`src/hdl/ugf_pkg.sv`:
```
// ----------------------------------------------------------------------------
// ugf_pkg
// Shared widths, command codes and controller/datapath structs for the
// uplink symbol gap filler.
// ----------------------------------------------------------------------------
`default_nettype none

package ugf_pkg;

	localparam int ANT_W   = 4;
	localparam int SLOT_W  = 5;
	localparam int SYM_W   = 4;
	localparam int FRAME_W = 8;
	localparam int CNT_W   = 9;

	localparam logic CMD_PACKET  = 1'b0;
	localparam logic CMD_RELEASE = 1'b1;

	// controller -> datapath
	typedef struct packed {
		logic load;    // input transfer: latch target, clear counts, apply release
		logic step;    // zero-fill the expected position and advance
		logic finish;  // write the packet's own position, load result, advance
	} ugf_cmd_t;

	// datapath -> controller
	typedef struct packed {
		logic pkt_ok;     // input is a packet for this antenna, in range
		logic at_target;  // expected position equals the packet's position
	} ugf_sts_t;

endpackage

`default_nettype wire

```
`src/hdl/ugf_in_if.sv`:
```
// ----------------------------------------------------------------------------
// ugf_in_if
// Input channel: symbol packet or slot release, valid/ready handshake.
// ----------------------------------------------------------------------------
`default_nettype none

interface ugf_in_if;
	logic                       valid;
	logic                       ready;
	logic                       cmd;
	logic [ugf_pkg::ANT_W-1:0]  antenna;
	logic [ugf_pkg::SLOT_W-1:0] slot;
	logic [ugf_pkg::SYM_W-1:0]  symbol;

	modport source (output valid, cmd, antenna, slot, symbol, input ready);
	modport sink   (input valid, cmd, antenna, slot, symbol, output ready);
endinterface

`default_nettype wire

```
`src/hdl/ugf_out_if.sv`:
```
// ----------------------------------------------------------------------------
// ugf_out_if
// Result channel: write position, gap length and overflow flags.
// ----------------------------------------------------------------------------
`default_nettype none

interface ugf_out_if;
	logic                        valid;
	logic                        ready;
	logic [ugf_pkg::FRAME_W-1:0] frame;
	logic [ugf_pkg::SLOT_W-1:0]  write_slot;
	logic [ugf_pkg::SYM_W-1:0]   write_symbol;
	logic [ugf_pkg::CNT_W-1:0]   filled_count;
	logic [ugf_pkg::CNT_W-1:0]   fill_overflows;
	logic                        overflow;
	logic                        out_of_order;

	modport source (output valid, frame, write_slot, write_symbol, filled_count,
		fill_overflows, overflow, out_of_order, input ready);
	modport sink   (input valid, frame, write_slot, write_symbol, filled_count,
		fill_overflows, overflow, out_of_order, output ready);
endinterface

`default_nettype wire

```
`src/hdl/ugf_ctrl.sv`:
```
// ----------------------------------------------------------------------------
// ugf_ctrl
// Sequencer: takes one item, walks the gap one position a cycle, then
// hands the result to the output register.
// ----------------------------------------------------------------------------
`default_nettype none

module ugf_ctrl (
	input  wire               clk,
	input  wire               arst_n,
	input  wire               in_valid,
	output logic              in_ready,
	output logic              out_valid,
	input  wire               out_ready,
	input  ugf_pkg::ugf_sts_t sts,
	output ugf_pkg::ugf_cmd_t cmd
);
	import ugf_pkg::*;

	typedef enum logic {
		ST_IDLE,
		ST_WALK
	} state_t;

	state_t state_q;
	logic   out_free;
	logic   in_xfer;

	assign in_ready = (state_q == ST_IDLE);
	assign in_xfer  = in_valid && in_ready;
	assign out_free = !out_valid || out_ready;

	always_comb begin
		cmd        = '0;
		cmd.load   = in_xfer;
		cmd.step   = (state_q == ST_WALK) && !sts.at_target;
		cmd.finish = (state_q == ST_WALK) && sts.at_target && out_free;
	end

	always_ff @(posedge clk or negedge arst_n) begin
		if (!arst_n) begin
			state_q   <= ST_IDLE;
			out_valid <= 1'b0;
		end else begin
			if (cmd.finish)
				out_valid <= 1'b1;
			else if (out_ready)
				out_valid <= 1'b0;
			unique case (state_q)
				ST_IDLE: begin
					if (in_xfer && sts.pkt_ok)
						state_q <= ST_WALK;
				end
				ST_WALK: begin
					if (cmd.finish)
						state_q <= ST_IDLE;
				end
				default: state_q <= ST_IDLE;
			endcase
		end
	end

endmodule

`default_nettype wire

```
`src/hdl/ugf_datapath.sv`:
```
// ----------------------------------------------------------------------------
// ugf_datapath
// Expected position, busy bitmap, gap counters and result register.
// ----------------------------------------------------------------------------
`default_nettype none

module ugf_datapath #(
	parameter int SYMBOLS_PER_SLOT = 14,
	parameter int SLOTS_PER_FRAME  = 20
) (
	input  wire                         clk,
	input  wire                         arst_n,
	input  wire                         cfg_we,
	input  wire  [ugf_pkg::ANT_W-1:0]   cfg_wdata,
	input  wire                         in_cmd,
	input  wire  [ugf_pkg::ANT_W-1:0]   in_antenna,
	input  wire  [ugf_pkg::SLOT_W-1:0]  in_slot,
	input  wire  [ugf_pkg::SYM_W-1:0]   in_symbol,
	input  ugf_pkg::ugf_cmd_t           cmd,
	output ugf_pkg::ugf_sts_t           sts,
	output logic [ugf_pkg::FRAME_W-1:0] res_frame,
	output logic [ugf_pkg::SLOT_W-1:0]  res_slot,
	output logic [ugf_pkg::SYM_W-1:0]   res_symbol,
	output logic [ugf_pkg::CNT_W-1:0]   res_filled,
	output logic [ugf_pkg::CNT_W-1:0]   res_fovf,
	output logic                        res_overflow,
	output logic                        res_ooo
);
	import ugf_pkg::*;

	localparam int SLOT_IW = (SLOTS_PER_FRAME > 1) ? $clog2(SLOTS_PER_FRAME) : 1;
	localparam int SYM_IW  = (SYMBOLS_PER_SLOT > 1) ? $clog2(SYMBOLS_PER_SLOT) : 1;
	localparam logic [SLOT_W-1:0] SLOT_LAST = SLOT_W'(SLOTS_PER_FRAME - 1);
	localparam logic [SYM_W-1:0]  SYM_LAST  = SYM_W'(SYMBOLS_PER_SLOT - 1);
	localparam logic [SLOT_W:0]   SLOT_LIM  = (SLOT_W + 1)'(SLOTS_PER_FRAME);
	localparam logic [SYM_W:0]    SYM_LIM   = (SYM_W + 1)'(SYMBOLS_PER_SLOT);

	logic [ANT_W-1:0]            antenna_q;
	logic [SLOT_W-1:0]           exp_slot_q;
	logic [SYM_W-1:0]            exp_sym_q;
	logic [FRAME_W-1:0]          frame_q;
	logic [SLOT_W-1:0]           tgt_slot_q;
	logic [SYM_W-1:0]            tgt_sym_q;
	logic [CNT_W-1:0]            filled_q;
	logic [CNT_W-1:0]            fovf_q;
	logic [SYMBOLS_PER_SLOT-1:0] busy_q [SLOTS_PER_FRAME];

	logic              slot_ok;
	logic              sym_ok;
	logic              release_hit;
	logic              cur_busy;
	logic              mark;
	logic [SLOT_IW-1:0] cur_row;
	logic [SYM_IW-1:0]  cur_col;

	assign slot_ok     = {1'b0, in_slot} < SLOT_LIM;
	assign sym_ok      = {1'b0, in_symbol} < SYM_LIM;
	assign release_hit = cmd.load && (in_cmd == CMD_RELEASE) && slot_ok;

	assign sts.pkt_ok    = (in_cmd == CMD_PACKET) && (in_antenna == antenna_q)
		&& slot_ok && sym_ok;
	assign sts.at_target = (exp_slot_q == tgt_slot_q) && (exp_sym_q == tgt_sym_q);

	assign cur_row  = exp_slot_q[SLOT_IW-1:0];
	assign cur_col  = exp_sym_q[SYM_IW-1:0];
	assign cur_busy = busy_q[cur_row][cur_col];
	assign mark     = cmd.step || cmd.finish;

	always_ff @(posedge clk or negedge arst_n) begin
		if (!arst_n) begin
			antenna_q <= '0;
		end else if (cfg_we) begin
			antenna_q <= cfg_wdata;
		end
	end

	// expected position walks forward one step per marked position
	always_ff @(posedge clk or negedge arst_n) begin
		if (!arst_n) begin
			exp_slot_q <= '0;
			exp_sym_q  <= '0;
			frame_q    <= '0;
		end else if (mark) begin
			if (exp_sym_q == SYM_LAST) begin
				exp_sym_q <= '0;
				if (exp_slot_q == SLOT_LAST) begin
					exp_slot_q <= '0;
					frame_q    <= frame_q + FRAME_W'(1);
				end else begin
					exp_slot_q <= exp_slot_q + SLOT_W'(1);
				end
			end else begin
				exp_sym_q <= exp_sym_q + SYM_W'(1);
			end
		end
	end

	always_ff @(posedge clk or negedge arst_n) begin
		if (!arst_n) begin
			tgt_slot_q <= '0;
			tgt_sym_q  <= '0;
			filled_q   <= '0;
			fovf_q     <= '0;
		end else if (cmd.load) begin
			tgt_slot_q <= in_slot;
			tgt_sym_q  <= in_symbol;
			filled_q   <= '0;
			fovf_q     <= '0;
		end else if (cmd.step) begin
			filled_q <= filled_q + CNT_W'(1);
			if (cur_busy)
				fovf_q <= fovf_q + CNT_W'(1);
		end
	end

	// busy bitmap: release clears a row, fill and write set one bit
	always_ff @(posedge clk or negedge arst_n) begin
		if (!arst_n) begin
			for (int i = 0; i < SLOTS_PER_FRAME; i++)
				busy_q[i] <= '0;
		end else if (release_hit) begin
			busy_q[in_slot[SLOT_IW-1:0]] <= '0;
		end else if (mark) begin
			busy_q[cur_row][cur_col] <= 1'b1;
		end
	end

	always_ff @(posedge clk) begin
		if (cmd.finish) begin
			res_frame    <= frame_q;
			res_slot     <= exp_slot_q;
			res_symbol   <= exp_sym_q;
			res_filled   <= filled_q;
			res_fovf     <= fovf_q;
			res_overflow <= cur_busy;
			res_ooo      <= (filled_q != '0);
		end
	end

endmodule

`default_nettype wire

```
`src/hdl/uplink_symbol_gap_filler_unit.sv`:
```
// ----------------------------------------------------------------------------
// uplink_symbol_gap_filler_unit
// Tracks the expected uplink position, zero-fills gaps in a per-slot busy
// bitmap and reports write position, gap length and overflows per packet.
// ----------------------------------------------------------------------------
// One item is taken at a time. A release or a dropped packet (other antenna,
// position out of range) is done on its input transfer. An accepted packet
// then walks the G missing positions before it: the busy bitmap is marked and
// the expected position advanced one position per cycle, then its own position
// is written and advanced past. The result sits in an output register, so the
// next item is taken while it waits; a packet only stalls in its final cycle if
// the previous result has still not been transferred. Busy bits are cleared at reset.
`default_nettype none

module uplink_symbol_gap_filler_unit #(
	parameter int SYMBOLS_PER_SLOT = 14,
	parameter int SLOTS_PER_FRAME  = 20
) (
	input  wire                       clk,
	input  wire                       arst_n,
	input  wire                       cfg_we,
	input  wire  [ugf_pkg::ANT_W-1:0] cfg_wdata,
	ugf_in_if.sink                    in_ch,
	ugf_out_if.source                 out_ch
);
	import ugf_pkg::*;

	ugf_cmd_t cmd;
	ugf_sts_t sts;

	ugf_ctrl u_ctrl (
		.clk       (clk),
		.arst_n    (arst_n),
		.in_valid  (in_ch.valid),
		.in_ready  (in_ch.ready),
		.out_valid (out_ch.valid),
		.out_ready (out_ch.ready),
		.sts       (sts),
		.cmd       (cmd)
	);

	ugf_datapath #(
		.SYMBOLS_PER_SLOT (SYMBOLS_PER_SLOT),
		.SLOTS_PER_FRAME  (SLOTS_PER_FRAME)
	) u_datapath (
		.clk          (clk),
		.arst_n       (arst_n),
		.cfg_we       (cfg_we),
		.cfg_wdata    (cfg_wdata),
		.in_cmd       (in_ch.cmd),
		.in_antenna   (in_ch.antenna),
		.in_slot      (in_ch.slot),
		.in_symbol    (in_ch.symbol),
		.cmd          (cmd),
		.sts          (sts),
		.res_frame    (out_ch.frame),
		.res_slot     (out_ch.write_slot),
		.res_symbol   (out_ch.write_symbol),
		.res_filled   (out_ch.filled_count),
		.res_fovf     (out_ch.fill_overflows),
		.res_overflow (out_ch.overflow),
		.res_ooo      (out_ch.out_of_order)
	);

	// out of order exactly when something was zero-filled
	a_ooo_gap: assert property (@(posedge clk) disable iff (!arst_n)
		out_ch.valid |-> (out_ch.out_of_order == (out_ch.filled_count != '0)))
		else $error("out_of_order disagrees with filled_count");

	a_fovf_le_fill: assert property (@(posedge clk) disable iff (!arst_n)
		out_ch.valid |-> (out_ch.fill_overflows <= out_ch.filled_count))
		else $error("more fill overflows than filled positions");

	a_pos_range: assert property (@(posedge clk) disable iff (!arst_n)
		out_ch.valid |-> ((32'(out_ch.write_slot) < SLOTS_PER_FRAME)
			&& (32'(out_ch.write_symbol) < SYMBOLS_PER_SLOT)))
		else $error("write position out of range");

	// an accepted packet keeps the input closed until its result is loaded
	a_busy_after_pkt: assert property (@(posedge clk) disable iff (!arst_n)
		(in_ch.valid && in_ch.ready && sts.pkt_ok) |=> !in_ch.ready)
		else $error("input reopened while a packet is in progress");

endmodule

`default_nettype wire

```
`src/flat_wrapper.sv`:
```
// flat-port wrapper written by rule: the top's interface ports become plain ports
module uplink_symbol_gap_filler_unit_flat import ugf_pkg::*;
#(
	parameter int SYMBOLS_PER_SLOT = 14,
	parameter int SLOTS_PER_FRAME  = 20
)
  (clk, arst_n, cfg_we, cfg_wdata, in_ch_valid, in_ch_cmd, in_ch_antenna, in_ch_slot, in_ch_symbol, in_ch_ready, out_ch_valid, out_ch_frame, out_ch_write_slot, out_ch_write_symbol, out_ch_filled_count, out_ch_fill_overflows, out_ch_overflow, out_ch_out_of_order, out_ch_ready);
  ugf_in_if in_ch_i ();
  ugf_out_if out_ch_i ();
  input  wire clk;
  input  wire arst_n;
  input  wire cfg_we;
  input  wire  [ugf_pkg::ANT_W-1:0] cfg_wdata;
  input wire logic [$bits(in_ch_i.valid)-1:0] in_ch_valid;
  input wire logic [$bits(in_ch_i.cmd)-1:0] in_ch_cmd;
  input wire logic [$bits(in_ch_i.antenna)-1:0] in_ch_antenna;
  input wire logic [$bits(in_ch_i.slot)-1:0] in_ch_slot;
  input wire logic [$bits(in_ch_i.symbol)-1:0] in_ch_symbol;
  output wire logic [$bits(in_ch_i.ready)-1:0] in_ch_ready;
  output wire logic [$bits(out_ch_i.valid)-1:0] out_ch_valid;
  output wire logic [$bits(out_ch_i.frame)-1:0] out_ch_frame;
  output wire logic [$bits(out_ch_i.write_slot)-1:0] out_ch_write_slot;
  output wire logic [$bits(out_ch_i.write_symbol)-1:0] out_ch_write_symbol;
  output wire logic [$bits(out_ch_i.filled_count)-1:0] out_ch_filled_count;
  output wire logic [$bits(out_ch_i.fill_overflows)-1:0] out_ch_fill_overflows;
  output wire logic [$bits(out_ch_i.overflow)-1:0] out_ch_overflow;
  output wire logic [$bits(out_ch_i.out_of_order)-1:0] out_ch_out_of_order;
  input wire logic [$bits(out_ch_i.ready)-1:0] out_ch_ready;
  assign in_ch_i.valid = in_ch_valid;
  assign in_ch_i.cmd = in_ch_cmd;
  assign in_ch_i.antenna = in_ch_antenna;
  assign in_ch_i.slot = in_ch_slot;
  assign in_ch_i.symbol = in_ch_symbol;
  assign in_ch_ready = in_ch_i.ready;
  assign out_ch_valid = out_ch_i.valid;
  assign out_ch_frame = out_ch_i.frame;
  assign out_ch_write_slot = out_ch_i.write_slot;
  assign out_ch_write_symbol = out_ch_i.write_symbol;
  assign out_ch_filled_count = out_ch_i.filled_count;
  assign out_ch_fill_overflows = out_ch_i.fill_overflows;
  assign out_ch_overflow = out_ch_i.overflow;
  assign out_ch_out_of_order = out_ch_i.out_of_order;
  assign out_ch_i.ready = out_ch_ready;
  uplink_symbol_gap_filler_unit #(.SYMBOLS_PER_SLOT(SYMBOLS_PER_SLOT), .SLOTS_PER_FRAME(SLOTS_PER_FRAME)) u_core (.clk(clk), .arst_n(arst_n), .cfg_we(cfg_we), .cfg_wdata(cfg_wdata), .in_ch(in_ch_i), .out_ch(out_ch_i));
endmodule
```
`config.mk`:
```
export PLATFORM = sky130hd
export DESIGN_NAME = uplink_symbol_gap_filler_unit_flat
export DESIGN_NICKNAME = d
export VERILOG_FILES = /design/src/hdl/ugf_pkg.sv /design/src/hdl/ugf_in_if.sv /design/src/hdl/ugf_out_if.sv /design/src/hdl/ugf_ctrl.sv /design/src/hdl/ugf_datapath.sv /design/src/hdl/uplink_symbol_gap_filler_unit.sv /design/src/flat_wrapper.sv
export SDC_FILE = /design/constraint.sdc
export NUM_CORES = 1
export LEC_CHECK = 0
export ABC_AREA = 1
export BUFFER_PORTS_ARGS = -buffer_cell sky130_fd_sc_hd__clkbuf_2
export CAP_MARGIN = 5
export CORE_MARGIN = 3
export CORE_UTILIZATION = 60
export DETAILED_ROUTE_END_ITERATION = 10
export GPL_TIMING_DRIVEN = 1
export MAX_ROUTING_LAYER = met4
export PLACE_DENSITY = 0.75
export SYNTH_ARGS = -nofsm -noshare
export SYNTH_HDL_FRONTEND = slang
export SYNTH_SLANG_ARGS = --single-unit
```
`constraint.sdc`:
```
create_clock -name clk -period 5.8 [get_ports clk]
set_clock_uncertainty 0.05 [all_clocks]
set_input_delay 1.74 -clock clk [delete_from_list [all_inputs] [get_ports clk]]
set_output_delay 1.74 -clock clk [all_outputs]
set_load 0.02 [all_outputs]
```
== Word-level counts from Yosys, hierarchy flattened ==
Cells that the tools add are included.
Storage, ports and cells
  logic and storage cells: 113
  flip-flop bits (word level): 367
  bits of input ports: 23
  output and inout bits: 39
Operators by class
  add/sub/neg operators: 5
  equality and inequality tests: 5
  mux-type cells: 25
  bitwise logic cells: 7
  reductions and logical operators: 26
  $lt $le $gt $ge: 8
Operators by type and width (count)
  280-bit two-way mux: 2
  280-bit AND: 1
  280-bit NOT: 1
  280-bit OR: 1
  14-bit demux with 5-bit select: 2
  14-bit binary-select mux with 5-bit select: 1
  14-bit two-way mux: 4
  9-bit two-way mux: 5
  9-bit by 1-bit adder with 9-bit output, second input constant: 2
  1-bit logical AND: 14
  6-bit greater-or-equal comparator, second input constant: 2
  6-bit by 1-bit < comparator with 1-bit output, second input constant: 2
  5-bit NOT with 6-bit output: 2
  9-bit nonzero test: 1
  8-bit by 1-bit adder with 8-bit output, second input constant: 1
  4-bit == test: 2
  2-bit nonzero test: 4
  1-bit two-way mux: 6
  5-bit by 1-bit adder with 5-bit output, second input constant: 1
  5-bit == test: 1
  5-bit == test, second input constant: 1
  4-bit by 5-bit < comparator with 1-bit output, second input constant: 1
  5-bit < comparator, second input constant: 1
  5-bit two-way mux: 1
  other kinds (13): 17

== Depth between registers and ports, before layout ==
  depth in word-level cells: 9
  gate-level depth with buffers: 18
  depth with buffers taken out: 15

== Hierarchy ==
From an unflattened synthesis, not the netlist that was laid out.
Second synthesis, totals
  cells, all modules: 1982
  area total of the unflattened synthesis: 16975.0 um^2
By module, submodules not included
  ugf_datapath: times used 1, area each 16864.9 um^2, sequential area each 9318.9 um^2, cells an instance 1965
  ugf_ctrl: times used 1, area each 110.1 um^2, sequential area each 50.0 um^2, cells an instance 17

== Least setup slack after synthesis ==
OpenSTA, ideal clock, no wires.
  path type: input-to-reg
  start: input in_ch_valid
  end: register u_core.u_datapath.busy_q[39] in the netlist's numbering
  slack: 2.516 ns
  library setup time: 0.083 ns
  buffers on the path: 1
  data arrival time: 3.152 ns
  data required time: 5.667 ns
  cell stages on the path: 11
  cell sequence: nand2_1 nor2_1 inv_1 nor2_4 inv_1 nand3_2 nand2_4 nor2_4 buf_2 nand2_1 o21ai_0
Between the ends
  word-level cells in the longest chain between the ends: 4
  elaborated cells between the ends (all ways): 5
  classes of those cells: mux (1); reduce/logical (4)
RTL lines
  start: declaration: RTL line flat_wrapper.sv:14  | input wire logic [$bits(in_ch_i.valid)-1:0] in_ch_valid;
  1-bit logical AND *: RTL line ugf_ctrl.sv:30  | assign in_xfer = in_valid && in_ready;
  1-bit logical AND * (2 in a row): RTL line ugf_datapath.sv:58  | assign release_hit = cmd.load && (in_cmd == CMD_RELEASE) && slot_ok;
  280-bit two-way mux / 2-bit nonzero test (equally long branches)
  end signal: indexed assignment: RTL line ugf_datapath.sv:120  | busy_q[i] <= '0;
  end signal: indexed assignment: RTL line ugf_datapath.sv:122  | busy_q[in_slot[SLOT_IW-1:0]] <= '0;
  end signal: indexed assignment: RTL line ugf_datapath.sv:124  | busy_q[cur_row][cur_col] <= 1'b1;
  end: declaration: RTL line ugf_datapath.sv:46  | logic [SYMBOLS_PER_SLOT-1:0] busy_q [SLOTS_PER_FRAME];
Every way passes the cells marked *; elsewhere a longest branch is shown, timed or not.
A chain may end at the register's enable or synchronous reset.

== Worst setup path in the final report ==
  start: register u_core.u_datapath.exp_slot_q[0] (netlist: u_core.u_datapath.cur_row[0])
  end: register u_core.u_datapath.busy_q[278] in the netlist's numbering
Between the ends
  word-level cells in the longest chain between the ends: 8
  elaborated cells between the ends (all ways): 17
  classes of those cells: order compare (2); eq/ne (1); mux (4); bitwise (2); reduce/logical (8)
RTL lines
  start: declaration: RTL line ugf_datapath.sv:39  | logic [SLOT_W-1:0] exp_slot_q;
  start signal: assignment: RTL line ugf_datapath.sv:90  | exp_slot_q <= exp_slot_q + SLOT_W'(1);
  5-bit NOT with 6-bit output (not written as such): RTL line ugf_datapath.sv:124
  6-bit greater-or-equal comparator (not written as such) / 6-bit by 1-bit < comparator with 1-bit output (equally long branches): RTL line ugf_datapath.sv:124
  1-bit logical AND (not written as such): RTL line ugf_datapath.sv:124
  14-bit two-way mux (not written as such): RTL line ugf_datapath.sv:124
  14-bit demux with 5-bit select: RTL line ugf_datapath.sv:124
  280-bit OR (no line)
  280-bit two-way mux: RTL line ugf_datapath.sv:123  | end else if (mark) begin
  280-bit two-way mux: RTL line ugf_datapath.sv:121  | end else if (release_hit) begin
Several ways; a longest one is shown, not always the timed one. The select of a mux whose other input is x is not followed.

==> impl_metrics.csv <==
group,metric,value,unit
status,status,"finished, final reports clean",
placed_design,portBuffers,61,
critical_path,startpoint_type,"register",
power_and_ir_drop,p_leak,9.29,nW
placed_design,dp_slack,1.40,ns
drt,drtIter0Drc,1891,
sta,rsz0062_at_grt,"no",
sta,slew_viol_final,0,
critical_path,slowest_delay,1.15,ns
synth,synth_top_area_frac,0.478,
clocking,cts.sinks,367,
drt,met3_length,4990,um
clocking,cts_inserted_buffers,39,
clocking,hold_buffers,0,
synth,ys_seq_area_frac,0.542,
synth,synthArstFlopShare,0.899,
clocking,path_clk_slew,0.06,ns
placed_design,gp_congestion,1.04,
die,rows,61,
die,dieWidth,176,um
clocking,cts_setup_buffers,0,
global_route,grt.total_usage,0.343,
global_route,grt_pass1_wl,81000,um
sta,layout_setup_ws,1.34,ns
final_layout,nets,2136,
sta,worstMarginPinSlew,1.27,ns
final_layout,antenna_cells,0,
drt,met2WireLength,22800,um
drt,wl_met1,21200,um
sta,timing.final.crit_share,0.770,
clocking,cts_resized,0,
synth,synthesis.area,17300,sq um
flow_run,cap_violations,0,
die,dieArea,30900,sq um
synth,ys.flop_type,"dfrtp_1",
die,start_util,0.616,
synth,avgSynthCellArea,8.33,sq um
worst_hold_path,min_path_type,"register to register",
die,fp.dieH,176,um
critical_path,required,6.17,ns
critical_path,reg2reg_depth,10,
final_layout,utilization,0.681,
critical_path,cp_slowest_cell,"dfrtp_4",
critical_path,cpMostUsedCell,"nand4_1",
power_and_ir_drop,power_density,489,nW/um^2
worst_hold_path,hold_depth,0,
final_layout,syn_to_final_growth,10.6,%
synth,synth_edf_count,37,
clocking,clock_path_buffers,3,
sta,setup_tns,0,ns
synth,ys_seq_elements,367,
sta,max_freq,0.224,GHz
clocking,cts_root_buffer,"clkbuf_16",
sta,timing.final.hold_violations,0,
synth,synth.most_common_cell,"nand2_1",
final_layout,drive_above_1_share,0.0825,
power_and_ir_drop,vdd_drop_max,0.274,mV
critical_path,critical_path_arrival,4.83,ns
synth,syn-num-nets,2107,
clocking,clk_latency,0.53,ns
synth,yosysWarnings,0,
drt,first_pass_iters,7,
synth,yosys-top-cells-area,"dfrtp_1 (48%), nand2_1 (12%), edfxtp_1 (6.4%), inv_1 (6.2%), o21ai_0 (5.2%)",
synth,synth_common_cells,"nand2_1 (534), dfrtp_1 (330), inv_1 (285)",
critical_path,crit_chain,"inv_2 > or2_2 > nand3_1 > nor2_1 > nand4_1 > nand2_1 > nand3_2 > nand4_1 > buf_4 > o21ai_0",
drt,drc,0,
drt,topRoutingLayerUsed,"met4",
synth,synth_cell_type_count,46,
critical_path,path_class,"register to register",
critical_path,worstPathMaxFanout,96,
synth,syn_inst,2076,
global_route,gr-total-overflow,0,
critical_path,end_kind,"register",
drt,via_per_inst,5.99,
global_route,grt_pass1_vias,14400,
synth,synth_top_cell_by_area,"dfrtp_1",
die,io_pins,62,
die,core,28100,sq um
final_layout,fillers,2349,
drt,dr_total_vias,15000,
clocking,tritoncts,"done",
sta,max-slew-margin-rel,0.152,
drt,ant_nets,0,
placed_design,place_hpwl,32700,um
clocking,h-tree-depth,2,
sta,min_period,4.46,ns
global_route,grt_antenna_before_repair,0,
global_route,grt_max_degree,115,
drt,wl_per_cell,20.4,um
sta,setup_viol,0,
drt,drt-total-wl,51300,um
-- layer usage --
layer,vias up,global-route usage
met3,160,0.0569
met1,7254,0.479
met5,-,-
met2,827,0.505
met4,0,0.141
li1,6795,-
-- registers in the layout, indices dropped and copies added, names as in the netlist, 4 cells and up --
name,flops
u_core.u_datapath.tgt_sym_q,4
u_core.u_datapath.res_symbol,4
u_core.u_datapath.cur_row,5
u_core.u_datapath.filled_q,9
u_core.u_datapath.frame_q,8
u_core.u_datapath.busy_q,280
u_core.u_datapath.antenna_q,4
u_core.u_datapath.fovf_q,9
u_core.u_datapath.res_filled,9
u_core.u_datapath.res_frame,8
u_core.u_datapath.cur_col,4
u_core.u_datapath.res_slot,5
u_core.u_datapath.res_fovf,9
u_core.u_datapath.tgt_slot_q,5
-- layout by cell type (no fill, tap or decap), types with 8 or more instances in the layout --
cell type,instances
a21oi_1,30
a22o_1,25
buf_4,20
clkbuf_1,10
clkbuf_16,42
clkbuf_2,60
clkbuf_8,9
clkinv_1,9
clkinv_2,9
dfrtp_1,328
edfxtp_1,37
ha_1,8
inv_1,285
inv_2,8
nand2_1,534
nand3_1,134
nand4_1,9
nor2_1,154
nor3_1,9
o211ai_1,28
o21ai_0,178
o22ai_1,126
xor2_1,18
-- per-stage QoR --
stage / instances / power, W / hold slack, ns / cell area, sq um
after floorplan: 2076 / 0.00577 / 0.370 / 17300
after global placement: 2442 / 0.00669 / 0.407 / 17800
after detailed placement: 2442 / 0.00677 / 0.414 / 17800
after CTS: 2512 / 0.00925 / 0.433 / 19100
after global routing: 2512 / 0.00984 / 0.445 / 19100
final: 2512 / 0.00934 / 0.430 / 19100
-- worst max-delay path, delay by kind of cell (launching register included) --
kind	cells	cell delay [ns]
compound gates	1	0.25
buf+inv	2	0.77
flops	1	1.15
simple gates	7	2.11
-- cells by family after synthesis --
group,Yosys count,synth area share
xor+xnor,25,0.0127
fa+ha+maj,8,0.00579
buf+inv,398,0.0912
mux,2,0.00130
simple gates,868,0.207
compound gates,408,0.140
flops,367,0.542
-- report_power, final --
group          total [W]  internal (W)  switching, W
combinational    0.00332      0.000997       0.00232
clock            0.00249       0.00148       0.00101
sequential       0.00353       0.00313      0.000407
-- final cells by class --
cell class	instances	area (sq um)	area share
flip-flops and latches	367	9370	0.490
well taps	378	473	0.0247
multi-input cells	1311	6350	0.332
clock buffers	61	1210	0.0634
clock inverters	9	70.1	0.00366
repair buffers	83	505	0.0264
inverters	303	1140	0.0595
-- worst paths after layout --
path,endpoint,slack (ns),from
worst max register to register,u_core.u_datapath.busy_q[278],1.34,u_core.u_datapath.cur_row[0]
worst max-delay path,u_core.u_datapath.busy_q[278],1.34,u_core.u_datapath.cur_row[0]
worst min register to register,u_core.u_datapath.res_filled[3],0.43,u_core.u_datapath.filled_q[3]
worst min-delay path,u_core.u_datapath.res_filled[3],0.43,u_core.u_datapath.filled_q[3]
min in group asynchronous,u_core.u_datapath.busy_q[132],1.17,arst_n
max in group asynchronous,u_core.u_datapath.cur_row[0],3.34,arst_n
(Power assumes the default switching activity.)
